--- src/rtl/disk_request_scheduler_assert.svh ---
// assertion macros for the disk request scheduler
`ifndef DISK_REQUEST_SCHEDULER_ASSERT_SVH
`define DISK_REQUEST_SCHEDULER_ASSERT_SVH
`ifndef NO_ASSERTIONS
`define DRS_ASSERT_SAME(lbl, ante, cons, msg) \
	lbl: assert property (@(posedge clk) disable iff (!arst_n) (ante) |-> (cons)) \
		else $error(msg);
`define DRS_ASSERT_NEXT(lbl, ante, cons, msg) \
	lbl: assert property (@(posedge clk) disable iff (!arst_n) (ante) |=> (cons)) \
		else $error(msg);
`else
`define DRS_ASSERT_SAME(lbl, ante, cons, msg)
`define DRS_ASSERT_NEXT(lbl, ante, cons, msg)
`endif
`endif

--- src/rtl/dsched_pkg.sv ---
// shared types and constants of the disk request scheduler
`timescale 1ns / 1ps
package dsched_pkg;
	localparam int FIELD_W   = 12;
	localparam int SUM_W     = 18;
	localparam int CFG_W     = 12;
	localparam int REG_IDX_W = 1;

	localparam logic [FIELD_W-1:0] START_RESET = 12'd100;
	localparam logic [SUM_W-1:0]   SUM_MAX     = '1;

	typedef enum logic [1:0] {
		POL_FCFS  = 2'd0,
		POL_SSTF  = 2'd1,
		POL_SCAN  = 2'd2,
		POL_CSCAN = 2'd3
	} policy_t;

	typedef enum logic [REG_IDX_W-1:0] {
		REG_POLICY = 1'b0,
		REG_START  = 1'b1
	} reg_idx_t;

	typedef struct packed {
		policy_t policy;
		logic    down;
		logic    pass2;
	} cmp_ctl_t;
endpackage

--- src/rtl/dsched_cmp.sv ---
// shared seek compare unit: distance, eligibility and best-candidate test
`timescale 1ns / 1ps
module dsched_cmp #(
	parameter int TRACK_BITS = 12
) (
	input  dsched_pkg::cmp_ctl_t  ctl,
	input  logic [TRACK_BITS-1:0] trk,
	input  logic [TRACK_BITS-1:0] head,
	input  logic [TRACK_BITS-1:0] best_key,
	input  logic                  found,
	input  logic                  unserved,
	output logic                  take,
	output logic [TRACK_BITS-1:0] gap,
	output logic [TRACK_BITS-1:0] key
);
	import dsched_pkg::*;

	logic above;
	logic elig;

	always_comb begin
		above = trk > head;
		gap   = above ? trk - head : head - trk;
		case (ctl.policy)
			POL_FCFS: begin
				elig = 1'b1;
				key  = '0;
			end
			POL_SSTF: begin
				elig = 1'b1;
				key  = gap;
			end
			POL_SCAN: begin
				elig = ctl.down ? !above : (trk >= head);
				key  = gap;
			end
			POL_CSCAN: begin
				elig = ctl.pass2 ? 1'b1 : above;
				key  = trk;
			end
			default: begin
				elig = 1'b0;
				key  = '0;
			end
		endcase
		take = unserved && elig && (!found || (key < best_key));
	end
endmodule

--- src/rtl/dsched_store.sv ---
// request memory with one read port and per-entry served flags
`timescale 1ns / 1ps
module dsched_store #(
	parameter int QUEUE_DEPTH = 16,
	parameter int TRACK_BITS  = 12,
	parameter int IDX_W       = $clog2(QUEUE_DEPTH)
) (
	input  logic                  clk,
	input  logic                  arst_n,
	input  logic                  wr_en,
	input  logic [IDX_W-1:0]      wr_addr,
	input  logic [TRACK_BITS-1:0] wr_data,
	input  logic                  rd_en,
	input  logic [IDX_W-1:0]      rd_addr,
	output logic [TRACK_BITS-1:0] rd_data,
	input  logic [IDX_W-1:0]      chk_idx,
	output logic                  unserved,
	input  logic                  set_en,
	input  logic [IDX_W-1:0]      set_idx,
	input  logic                  clear_all
);
	logic [TRACK_BITS-1:0]  mem [QUEUE_DEPTH];
	logic [TRACK_BITS-1:0]  rd_data_q;
	logic [QUEUE_DEPTH-1:0] served_q;

	always_ff @(posedge clk) begin
		if (wr_en) begin
			mem[wr_addr] <= wr_data;
		end
		if (rd_en) begin
			rd_data_q <= mem[rd_addr];
		end
	end

	always_ff @(posedge clk or negedge arst_n) begin
		if (!arst_n) begin
			served_q <= '0;
		end else if (clear_all) begin
			served_q <= '0;
		end else if (set_en) begin
			served_q[set_idx] <= 1'b1;
		end
	end

	assign rd_data  = rd_data_q;
	assign unserved = !served_q[chk_idx];
endmodule

--- src/rtl/disk_request_scheduler.sv ---
// top level of the disk request scheduler: sequencer, config and result registers
//
// requests enter one at a time: a request is taken at a clock edge with start high
// and busy low, carrying request_track and batch_end. requests beyond QUEUE_DEPTH
// are dropped. a request without batch_end is stored and busy stays low.
// a request with batch_end starts scheduling: busy rises and stays high until the
// last result of the batch has been issued.
// each result is served_track, seek_distance, total_movement and order_end, shown
// for exactly one cycle with result_strobe; the receiver cannot stall.
// every result needs a scan of the n stored requests through the shared compare
// unit and request memory read port, a second pass when scan reverses or circular
// scan wraps, and then an issue state. policy and start_track are to be written
// through wr_en, wr_index and wr_data only while idle; the block does not enforce it.
// reset clears served flags, the request count, the sequencer and the registers:
// policy to first come first served, start_track to 100.
`timescale 1ns / 1ps
`include "disk_request_scheduler_assert.svh"
module disk_request_scheduler #(
	parameter int QUEUE_DEPTH = 16,
	parameter int TRACK_BITS  = 12
) (
	input  logic                               clk,
	input  logic                               arst_n,
	input  logic                               wr_en,
	input  logic [dsched_pkg::REG_IDX_W-1:0]   wr_index,
	input  logic [dsched_pkg::CFG_W-1:0]       wr_data,
	input  logic                               start,
	output logic                               busy,
	input  logic [dsched_pkg::FIELD_W-1:0]     request_track,
	input  logic                               batch_end,
	output logic                               result_strobe,
	output logic [dsched_pkg::FIELD_W-1:0]     served_track,
	output logic [dsched_pkg::FIELD_W-1:0]     seek_distance,
	output logic [dsched_pkg::SUM_W-1:0]       total_movement,
	output logic                               order_end
);
	import dsched_pkg::*;

	localparam int IDX_W = $clog2(QUEUE_DEPTH);
	localparam int CNT_W = $clog2(QUEUE_DEPTH + 1);

	typedef enum logic [1:0] {
		S_IDLE,
		S_SCAN,
		S_EMIT
	} state_t;

	state_t                state_q;
	policy_t               policy_q;
	logic [CFG_W-1:0]      start_q;
	logic [CNT_W-1:0]      count_q;
	logic [CNT_W-1:0]      served_cnt_q;
	logic [TRACK_BITS-1:0] head_q;
	logic                  down_q;
	logic                  pass2_q;
	logic [SUM_W-1:0]      sum_q;
	logic [IDX_W-1:0]      addr_q;
	logic                  issue_q;
	logic                  eval_s1;
	logic [IDX_W-1:0]      idx_s1;
	logic                  found_q;
	logic [TRACK_BITS-1:0] best_key_q;
	logic [TRACK_BITS-1:0] best_trk_q;
	logic [TRACK_BITS-1:0] best_gap_q;
	logic [IDX_W-1:0]      best_idx_q;

	logic                  strobe_q;
	logic [FIELD_W-1:0]    served_track_q;
	logic [FIELD_W-1:0]    seek_distance_q;
	logic [SUM_W-1:0]      total_q;
	logic                  order_end_q;

	logic                  accept;
	logic                  store_ok;
	logic [TRACK_BITS-1:0] trk_in;
	logic [TRACK_BITS-1:0] rd_data;
	logic                  unserved;
	logic                  take;
	logic                  take_v;
	logic [TRACK_BITS-1:0] gap;
	logic [TRACK_BITS-1:0] key;
	cmp_ctl_t              cmp_ctl;
	logic [IDX_W-1:0]      last_idx;
	logic                  pass_done;
	logic                  found_next;
	logic                  last_result;
	logic [SUM_W:0]        sum_add;
	logic [SUM_W-1:0]      sum_next;

	assign accept      = start && !busy;
	assign store_ok    = count_q < CNT_W'(QUEUE_DEPTH);
	assign trk_in      = TRACK_BITS'(request_track);
	assign last_idx    = IDX_W'(count_q - CNT_W'(1));
	assign take_v      = eval_s1 && take;
	assign pass_done   = eval_s1 && (idx_s1 == last_idx);
	assign found_next  = found_q || take_v;
	assign last_result = (served_cnt_q + CNT_W'(1)) == count_q;
	assign sum_add     = {1'b0, sum_q} + (SUM_W + 1)'(best_gap_q);
	assign sum_next    = sum_add[SUM_W] ? SUM_MAX : sum_add[SUM_W-1:0];

	assign cmp_ctl.policy = policy_q;
	assign cmp_ctl.down   = down_q;
	assign cmp_ctl.pass2  = pass2_q;

	dsched_store #(
		.QUEUE_DEPTH(QUEUE_DEPTH),
		.TRACK_BITS (TRACK_BITS),
		.IDX_W      (IDX_W)
	) u_store (
		.clk      (clk),
		.arst_n   (arst_n),
		.wr_en    (accept && store_ok),
		.wr_addr  (count_q[IDX_W-1:0]),
		.wr_data  (trk_in),
		.rd_en    (issue_q),
		.rd_addr  (addr_q),
		.rd_data  (rd_data),
		.chk_idx  (idx_s1),
		.unserved (unserved),
		.set_en   (state_q == S_EMIT),
		.set_idx  (best_idx_q),
		.clear_all(state_q == S_EMIT && last_result)
	);

	dsched_cmp #(
		.TRACK_BITS(TRACK_BITS)
	) u_cmp (
		.ctl     (cmp_ctl),
		.trk     (rd_data),
		.head    (head_q),
		.best_key(best_key_q),
		.found   (found_q),
		.unserved(unserved),
		.take    (take),
		.gap     (gap),
		.key     (key)
	);

	always_ff @(posedge clk or negedge arst_n) begin
		if (!arst_n) begin
			policy_q <= POL_FCFS;
			start_q  <= START_RESET;
		end else if (wr_en) begin
			case (wr_index)
				REG_POLICY: policy_q <= policy_t'(wr_data[1:0]);
				REG_START:  start_q  <= wr_data;
				default:    ;
			endcase
		end
	end

	always_ff @(posedge clk) begin
		if (take_v) begin
			best_key_q <= key;
			best_trk_q <= rd_data;
			best_gap_q <= gap;
			best_idx_q <= idx_s1;
		end
	end

	always_ff @(posedge clk or negedge arst_n) begin
		if (!arst_n) begin
			state_q         <= S_IDLE;
			count_q         <= '0;
			served_cnt_q    <= '0;
			head_q          <= TRACK_BITS'(START_RESET);
			down_q          <= 1'b1;
			pass2_q         <= 1'b0;
			sum_q           <= '0;
			addr_q          <= '0;
			issue_q         <= 1'b0;
			eval_s1         <= 1'b0;
			idx_s1          <= '0;
			found_q         <= 1'b0;
			strobe_q        <= 1'b0;
			served_track_q  <= '0;
			seek_distance_q <= '0;
			total_q         <= '0;
			order_end_q     <= 1'b0;
		end else begin
			strobe_q <= 1'b0;
			eval_s1  <= issue_q;
			idx_s1   <= addr_q;
			case (state_q)
				S_IDLE: begin
					if (accept) begin
						if (store_ok) begin
							count_q <= count_q + CNT_W'(1);
						end
						if (batch_end) begin
							head_q       <= TRACK_BITS'(start_q);
							down_q       <= 1'b1;
							sum_q        <= '0;
							served_cnt_q <= '0;
							pass2_q      <= 1'b0;
							found_q      <= 1'b0;
							addr_q       <= '0;
							issue_q      <= 1'b1;
							state_q      <= S_SCAN;
						end
					end
				end
				S_SCAN: begin
					if (issue_q) begin
						addr_q <= addr_q + IDX_W'(1);
						if (addr_q == last_idx) begin
							issue_q <= 1'b0;
						end
					end
					if (take_v) begin
						found_q <= 1'b1;
					end
					if (pass_done) begin
						if (found_next) begin
							state_q <= S_EMIT;
						end else begin
							if (policy_q == POL_SCAN) begin
								down_q <= !down_q;
							end
							pass2_q <= 1'b1;
							found_q <= 1'b0;
							addr_q  <= '0;
							issue_q <= 1'b1;
						end
					end
				end
				S_EMIT: begin
					strobe_q        <= 1'b1;
					served_track_q  <= FIELD_W'(best_trk_q);
					seek_distance_q <= FIELD_W'(best_gap_q);
					total_q         <= sum_next;
					order_end_q     <= last_result;
					sum_q           <= sum_next;
					head_q          <= best_trk_q;
					served_cnt_q    <= served_cnt_q + CNT_W'(1);
					pass2_q         <= 1'b0;
					found_q         <= 1'b0;
					addr_q          <= '0;
					if (last_result) begin
						count_q <= '0;
						state_q <= S_IDLE;
					end else begin
						issue_q <= 1'b1;
						state_q <= S_SCAN;
					end
				end
				default: begin
					state_q <= S_IDLE;
				end
			endcase
		end
	end

	assign busy           = state_q != S_IDLE;
	assign result_strobe  = strobe_q;
	assign served_track   = served_track_q;
	assign seek_distance  = seek_distance_q;
	assign total_movement = total_q;
	assign order_end      = order_end_q && strobe_q;

	`DRS_ASSERT_SAME(a_strobe_after_busy, result_strobe, $past(busy), "result without scheduling")
	`DRS_ASSERT_NEXT(a_batch_starts, start && !busy && batch_end, busy, "batch end did not schedule")
	`DRS_ASSERT_SAME(a_emit_has_pick, state_q == S_EMIT, found_q, "issue without a chosen request")
	`DRS_ASSERT_SAME(a_emit_in_range, state_q == S_EMIT, served_cnt_q < count_q, "too many results")
endmodule
--- config.mk ---
export PLATFORM = sky130hd
export DESIGN_NAME = disk_request_scheduler
export DESIGN_NICKNAME = d
export VERILOG_FILES = /design/src/rtl/dsched_pkg.sv /design/src/rtl/dsched_cmp.sv /design/src/rtl/dsched_store.sv /design/src/rtl/disk_request_scheduler.sv
export VERILOG_INCLUDE_DIRS = /design/src /design/src/rtl
export SDC_FILE = /design/constraint.sdc
export NUM_CORES = 1
export LEC_CHECK = 0
export ABC_AREA = 1
export ABC_CLOCK_PERIOD_IN_PS = 12860
export BUFFER_PORTS_ARGS = -buffer_cell sky130_fd_sc_hd__buf_2
export CAP_MARGIN = 20
export CORE_UTILIZATION = 55
export CTS_BUF_LIST = sky130_fd_sc_hd__clkbuf_4 sky130_fd_sc_hd__clkbuf_8
export CTS_CLUSTER_SIZE = 16
export DETAILED_ROUTE_END_ITERATION = 16
export PLACE_DENSITY = 0.78
export SLEW_MARGIN = 5
export SYNTH_ARGS = -nofsm -noshare
export SYNTH_HDL_FRONTEND = slang
export SYNTH_SLANG_ARGS = --single-unit
--- constraint.sdc ---
create_clock -name clk -period 12.86 [get_ports clk]
set_input_delay 0.643 -clock clk [delete_from_list [all_inputs] [get_ports clk]]
set_output_delay 0.643 -clock clk [all_outputs]
set_load 0.005 [all_outputs]
==> impl_metrics.py, run 1 <==
metrics = {
    "sta": {
        "worst_pin_slew_ns": 0.9945,
        "hold_violations": 0,
        "fin_crit_ns": 4.898,
        "finClkSkew_ns": 0.04297,
        "finalCritPeriodShare": 0.3809,
        "rsz0062_at_grt": "false",
        "whs_ns": 0.01860,
        "setup_viol": 0,
        "fmax_ghz": 0.2042,
        "slew_violations": 0,
        "setup_tns_ns": 0,
        "max-slew-margin-rel": 0.3370,
    },
    "outcome": {
        "status": "finished, final reports clean",
    },
    "route": {
        "wirelength_um": 39590,
        "drt_pass1_iterations": 5,
        "antenna_left": 0,
        "wl_per_cell_um": 18.25,
        "vias": 12153,
        "drtIter0Drc": 977,
        "drc": 0,
        "viasPerCell": 5.603,
    },
    "placed_design": {
        "dp.final_hpwl_um": 26520,
        "place_congestion": 0.9728,
        "numPortBuffers": 74,
    },
    "worst_setup_path": {
        "cp-end-kind": "flop",
        "worst_path_largest_cell_delay_ns": 0.57,
        "cp.arrival_ns": 5.20,
        "crit_type": "reg2reg",
        "ff2ff_path_depth": 24,
        "crit_top_cell": "nand2_1",
        "crit_slowest_cell": "a21oi_4",
        "start_kind": "flop",
        "crit_chain": "inv_1 -> ha_1 -> inv_1 -> fa_1 -> nand3_1 -> nand3_1 -> nand3_2 -> nand3_2 -> nand2_4 -> clkinv_2 -> nand2_1 -> nand2_1 -> xor2_1 -> inv_2 -> nand2_1 -> a21oi_2 -> ha_1 -> a21oi_1 -> nor2_1 -> a211oi_1 -> o221a_2 -> nand2_1 -> a21oi_4 -> buf_4",
        "cp_max_fo": 22,
        "crit_required_ns": 13.16,
    },
    "logic_synthesis": {
        "ys_async_sr_fraction": 0.3458,
        "yosys.area.top_type": "edfxtp_1",
        "synth_edf_count": 244,
        "synth_seq_area_share": 0.6165,
        "syn_nets": 1717,
        "synth.avg_cell_area_um2": 10.52,
        "syn_inst": 1629,
        "synth-seq-cells": 373,
        "syn_area_um2": 17140,
        "yosysWarnings": 0,
        "ys.flop_type": "edfxtp_1",
        "synthTopCellsByArea": "edfxtp_1 (43%), dfrtp_1 (18%), nand2_1 (7.3%)",
        "ys_types": 51,
        "synth_top_area_share": 0.4276,
    },
    "global_routing": {
        "grt_max_degree": 104,
        "overflow": 0,
        "grt_pass1_wl_um": 61950,
        "grt.total_usage": 0.2540,
        "grt_use_met3": 0.04135,
        "first_global_vias": 11917,
        "antenna_found_initial": 0,
        "grt.met2_usage": 0.4176,
        "use_met1": 0.3381,
        "grt-busiest-layer": "met2",
    },
    "finish": {
        "nets": 1812,
        "layout_common_cells": "nand2_1 (335), edfxtp_1 (244), inv_1 (160)",
        "diodes": 0,
        "drive_above_1_share": 0.1382,
        "area_delta_synth_final_pct": 12.78,
        "layout_commonest_cell": "nand2_1",
    },
    "worst_hold_path": {
        "hp-class": "in2async",
    },
    "die": {
        "rows": 64,
        "coreArea_um2": 30590,
        "initial_core_util": 0.5602,
        "dieWidth_um": 178.5,
        "io_pins": 75,
        "die_area_um2": 31870,
        "die_h_um": 178.5,
    },
    "clocking": {
        "cts_buffers": 60,
        "clk_root_buffer_cell": "clkbuf_8",
        "cts-htree-levels": 2,
        "clk_pin_slew_ns": 0.07,
        "cts_tree": "done",
        "cts_resized": 0,
        "clkLatencyLatePin_ns": 0.65,
        "cts.sinks": 373,
        "cts_hold_buf": 0,
        "postCtsSetupBuffers": 0,
        "cts.path.max_buffers": 3,
    },
    "run": {
        "cap_violations": 0,
    },
    "power": {
        "power_leakage_nw": 8.483,
        "power_density_nw_per_um2": 262.9,
        "peakVddDrop_mv": 0.1415,
    },
}
## critical path, delay by kind of cell (launching register included)
family                   cells  cell delay (ns)
buffers and inverters        5             0.83
AND/OR/NAND/NOR             10             0.97
AO/OA/AOI/OAI                5             1.30
adder cells (fa/ha/maj)      3             0.85
flip-flops                   1             0.44
XOR/XNOR                     1             0.15
## synthesized netlist by cell type (all sizes together), types with 12 or more instances
cell type	n
buf	20
dfrtp	122
ha	55
edfxtp	244
o21ai	143
o221ai	35
xor2	33
o211ai	14
nor2	160
clkbuf	45
inv	166
nand2	345
nor3	12
mux2i	35
a21oi	69
nand3	58
## metal layers
layer  wire length, um  up-vias
li1                  -     5763
met2             18640      463
met5                 0        -
met3              2588       89
met1             17110     5838
met4              1253        0
## flip-flops by register name (all words and copies together) (netlist names), 2 cells and up
signal / flops
addr_q: 4
best_gap_q: 12
best_idx_q: 4
best_key_q: 12
best_trk_q: 12
count_q: 5
head_q: 12
idx_s1: 4
policy_q: 2
seek_distance: 12
served_cnt_q: 5
served_track: 12
start_q: 12
state_q: 2
sum_q: 18
total_movement: 18
u_store.mem: 192
u_store.rd_data: 12
u_store.served_q: 16
## through the flow
step / total power, mW / utilization / worst slack (ns) / instance area (um^2) / instances
after global routing: 5.427 / 0.6318 / 7.550 / 19330 / 2169
after detailed placement: 3.925 / 0.5871 / 8.002 / 17960 / 2058
final: 5.082 / 0.6318 / 7.962 / 19330 / 2169
after global placement: 3.873 / 0.5857 / 8.154 / 17920 / 2054
after floorplan: 3.283 / - / 7.485 / 17140 / 1629
after CTS: 5.080 / 0.6318 / 7.979 / 19330 / 2169
## power breakdown
part / leakage, nW / total, mW / internal (mW) / switching (mW)
Combinational: 3.89 / 2.07 / 0.682 / 1.39
Sequential: 3.87 / 1.87 / 1.66 / 0.207
Clock: 0.726 / 1.15 / 0.667 / 0.480
Total: 8.48 / 5.08 / 3.01 / 2.07
## cell type report
class / instances / area (um^2)
Tap cell: 396 / 495.5
Clock buffer: 84 / 1037
Inverter: 167 / 628.1
Sequential cell: 373 / 10570
Timing Repair Buffer: 98 / 569.3
Multi-Input combinational cell: 1024 / 5698
Clock inverter: 27 / 329.1
Fill cell: 2384 / 11260
## logic make-up (layout without fill, tap and decap cells)
| family | after synthesis | in the layout | synth area share |
|---|---|---|---|
| AOI/OAI and AO/OA | 301 | 301 | 0.1040 |
| DFF | 373 | 373 | 0.6165 |
| adders and majority gates | 58 | 58 | 0.04366 |
| buffers and inverters | 232 | 376 | 0.05228 |
| xor gates and xnor gates | 38 | 38 | 0.02030 |
| muxes | 36 | 36 | 0.02110 |
| and+or+nand+nor | 591 | 591 | 0.1422 |
## path summary, 6_finish.rpt
| kind | from | endpoint | slack (ns) |
|---|---|---|---|
| worst max register to register | u_store.rd_data[0] | best_trk_q[3] | 7.96 |
| worst max-delay path | u_store.rd_data[0] | best_trk_q[3] | 7.96 |
| min in group clk | wr_data[6] | start_q[6] | 0.23 |
| worst min-delay path | arst_n | total_movement[8] | 0.02 |
| worst min register to register | served_track[0] | served_track[0] | 0.46 |
| max in group asynchronous | arst_n | served_track[4] | 11.66 |
Power figures use the tool's default switching activity.
==> run 2, diff against run 1 <==
Settings changed: ABC_CLOCK_PERIOD_IN_PS 12860 to 4500, PLACE_DENSITY 0.78 to 0.81.
Clock period 12.86 ns to 4.5 ns, I/O delays scaled along.
==> run 2 against run 1 <==
Sequential power increased to 2.9 times the previous value. Final cell count rose by 1.5%. Power rose to 2.8 times the previous value. Combinational power rose to 2.9 times the previous value. Via count rose by 2.1%. First-iteration DRC count shrank 1.8%. Setup slack worse by 7.6 ns. Global-route usage increased by 0.47 points. Critical path type unchanged. Critical endpoint is now best_trk_q[0].
==> impl_metrics.py, run 2 (synthesis results as in run 1) <==
metrics = {
    "outcome": {
        "status": "finished, final reports clean",
    },
    "route": {
        "vias": 12409,
        "wl_per_cell_um": 18.35,
        "drt_pass1_iterations": 8,
        "wirelength_um": 40420,
        "viasPerCell": 5.635,
        "drc": 0,
        "drtIter0Drc": 959,
        "antenna_left": 0,
    },
    "worst_setup_path": {
        "start_kind": "flop",
        "rr_startpoint": "u_store.rd_data[0]",
        "timing.rr.end": "best_trk_q[0]",
        "cp.arrival_ns": 4.42,
        "ff2ff_path_depth": 24,
        "cp_max_fo": 22,
        "crit_type": "reg2reg",
        "rrSetupSlack_ns": 0.37,
        "cp-end-kind": "flop",
        "crit_required_ns": 4.80,
    },
    "finish": {
        "regMostFlops": "u_store.mem",
        "layout.cells.non_filler": 2202,
        "drive_above_1_share": 0.1373,
        "layout_commonest_cell": "nand2_1",
        "nets": 1844,
        "diodes": 0,
        "final_cell_area_um2": 19520,
        "area_delta_synth_final_pct": 13.91,
        "largest_register_ff_count": 192,
        "filler_cell_count": 2338,
        "layout_common_cells": "nand2_1 (335), edfxtp_1 (244), inv_1 (160)",
    },
    "placed_design": {
        "numPortBuffers": 74,
        "placed_area_um2": 18000,
        "dpl.cell_count": 2063,
        "place_congestion": 0.8988,
        "dp.final_hpwl_um": 26520,
    },
    "power": {
        "peakVddDrop_mv": 0.4701,
        "power_leakage_nw": 8.560,
        "power_density_nw_per_um2": 735.4,
        "total_power_mw": 14.35,
    },
    "global_routing": {
        "grt_pass1_wl_um": 63180,
        "grt.met2_usage": 0.4411,
        "grt_use_met3": 0.04007,
        "grt.total_usage": 0.2587,
        "grt-busiest-layer": "met2",
        "first_global_vias": 12227,
        "grt_max_degree": 80,
        "antenna_found_initial": 1,
        "use_met1": 0.3339,
        "overflow": 0,
    },
    "clocking": {
        "clk_pin_slew_ns": 0.06,
        "cts_buffers": 60,
        "clkLatencyLatePin_ns": 0.64,
        "clk_root_buffer_cell": "clkbuf_8",
        "cts_tree": "done",
        "cts.path.max_buffers": 3,
        "cts-htree-levels": 2,
        "cts.sinks": 373,
    },
    "sta": {
        "setup_viol": 0,
        "setup_tns_ns": 0,
        "slew_violations": 0,
        "max-slew-margin-rel": 0.3471,
        "fmax_ghz": 0.2423,
        "hold_violations": 0,
        "finalCritPeriodShare": 0.9172,
        "worst_pin_slew_ns": 0.9793,
        "finClkSkew_ns": 0.04943,
        "rsz0062_at_grt": "false",
        "fin_crit_ns": 4.127,
    },
    "die": {
        "die_h_um": 178.5,
        "die_area_um2": 31870,
        "io_pins": 75,
        "initial_core_util": 0.5602,
        "coreArea_um2": 30590,
        "rows": 64,
        "dieWidth_um": 178.5,
    },
    "worst_hold_path": {
        "whs_path_depth": 3,
        "hp-class": "in2reg",
        "hold_end": "policy_q[1]",
        "hold_start": "wr_en",
    },
    "run": {
        "cap_violations": 0,
    },
}
run 2: changes by cell type in the layout (fill, tap and decap cells not counted), sizes merged:
cell / delta
dlygate4sd3: +26
buf: +6
clkinv: +6
bufinv: -5
clkbuf: -1
clkinvlp: +1
run 2: routing by layer:
layer | wire, um | vias to the layer above
li1 | - | 5851
met1 | 17070 | 6034
met2 | 19940 | 436
met3 | 2307 | 86
met4 | 1094 | 2
met5 | 13 | -
run 2: how the worst max path moves through the flow:
stage | start | slack [ns] | end
detailed placement | u_store.rd_data[0] | 0.19 | best_trk_q[1]
global placement | u_store.rd_data[0] | 0.28 | best_trk_q[0]
floorplan | u_store.rd_data[0] | 0.39 | best_gap_q[0]
global route | u_store.rd_data[0] | 0.08 | best_trk_q[0]
finish | u_store.rd_data[0] | 0.37 | best_trk_q[0]
CTS | u_store.rd_data[0] | 0.14 | best_trk_q[2]
run 2: timing repair:
| action | in CTS | in global routing |
|---|---|---|
| gates resized for setup | 0 | 3 |
| endpoints found under the setup margin | 0 | 36 |
| hold buffers | 26 | 0 |
| setup buffers | 0 | 1 |
| hold endpoints to repair | 249 | 0 |
run 2: area by class of cell:
class / instances / area [um^2] / area share
sequential: 373 / 10570 / 0.5414
clock buffer: 83 / 1036 / 0.05307
multi-input combinational: 1024 / 5707 / 0.2924
tap: 396 / 495.5 / 0.02538
clock inverter: 29 / 200.2 / 0.01026
timing repair buffer: 130 / 883.3 / 0.04525
inverter: 167 / 629.4 / 0.03224
run 2: power by group:
group	switching [mW]	internal, mW
sequential	0.616	4.74
combinational	3.97	2.08
clock	1.34	1.61
run 2: worst max-delay path, stage by stage, from the launching register on:
cell	delay (ns)
edfxtp_1	0.42
inv_1	0.08
ha_1	0.15
inv_1	0.08
fa_1	0.44
nand3_1	0.11
nand3_1	0.14
nand3_2	0.11
nand3_2	0.13
nand2_8	0.15
inv_4	0.08
nand2_1	0.06
nand2_1	0.06
xor2_1	0.15
inv_2	0.06
nand2_1	0.05
a21oi_2	0.15
ha_1	0.26
a21oi_1	0.15
nor2_1	0.07
a211oi_2	0.16
o221a_2	0.22
nand2_1	0.09
a21oi_4	0.24
buf_12	0.21
run 2: through the flow:
stage,hold WS [ns],setup slack [ns],utilization
2_1_floorplan,-0.07059,0.3863,-
3_3_place_gp,0.2781,0.2794,0.5880
3_5_place_dp,0.2778,0.1904,0.5885
4_1_cts,0.006353,0.1358,0.6374
5_1_grt,0.05808,0.07944,0.6381
6_report,0.04918,0.3727,0.6381
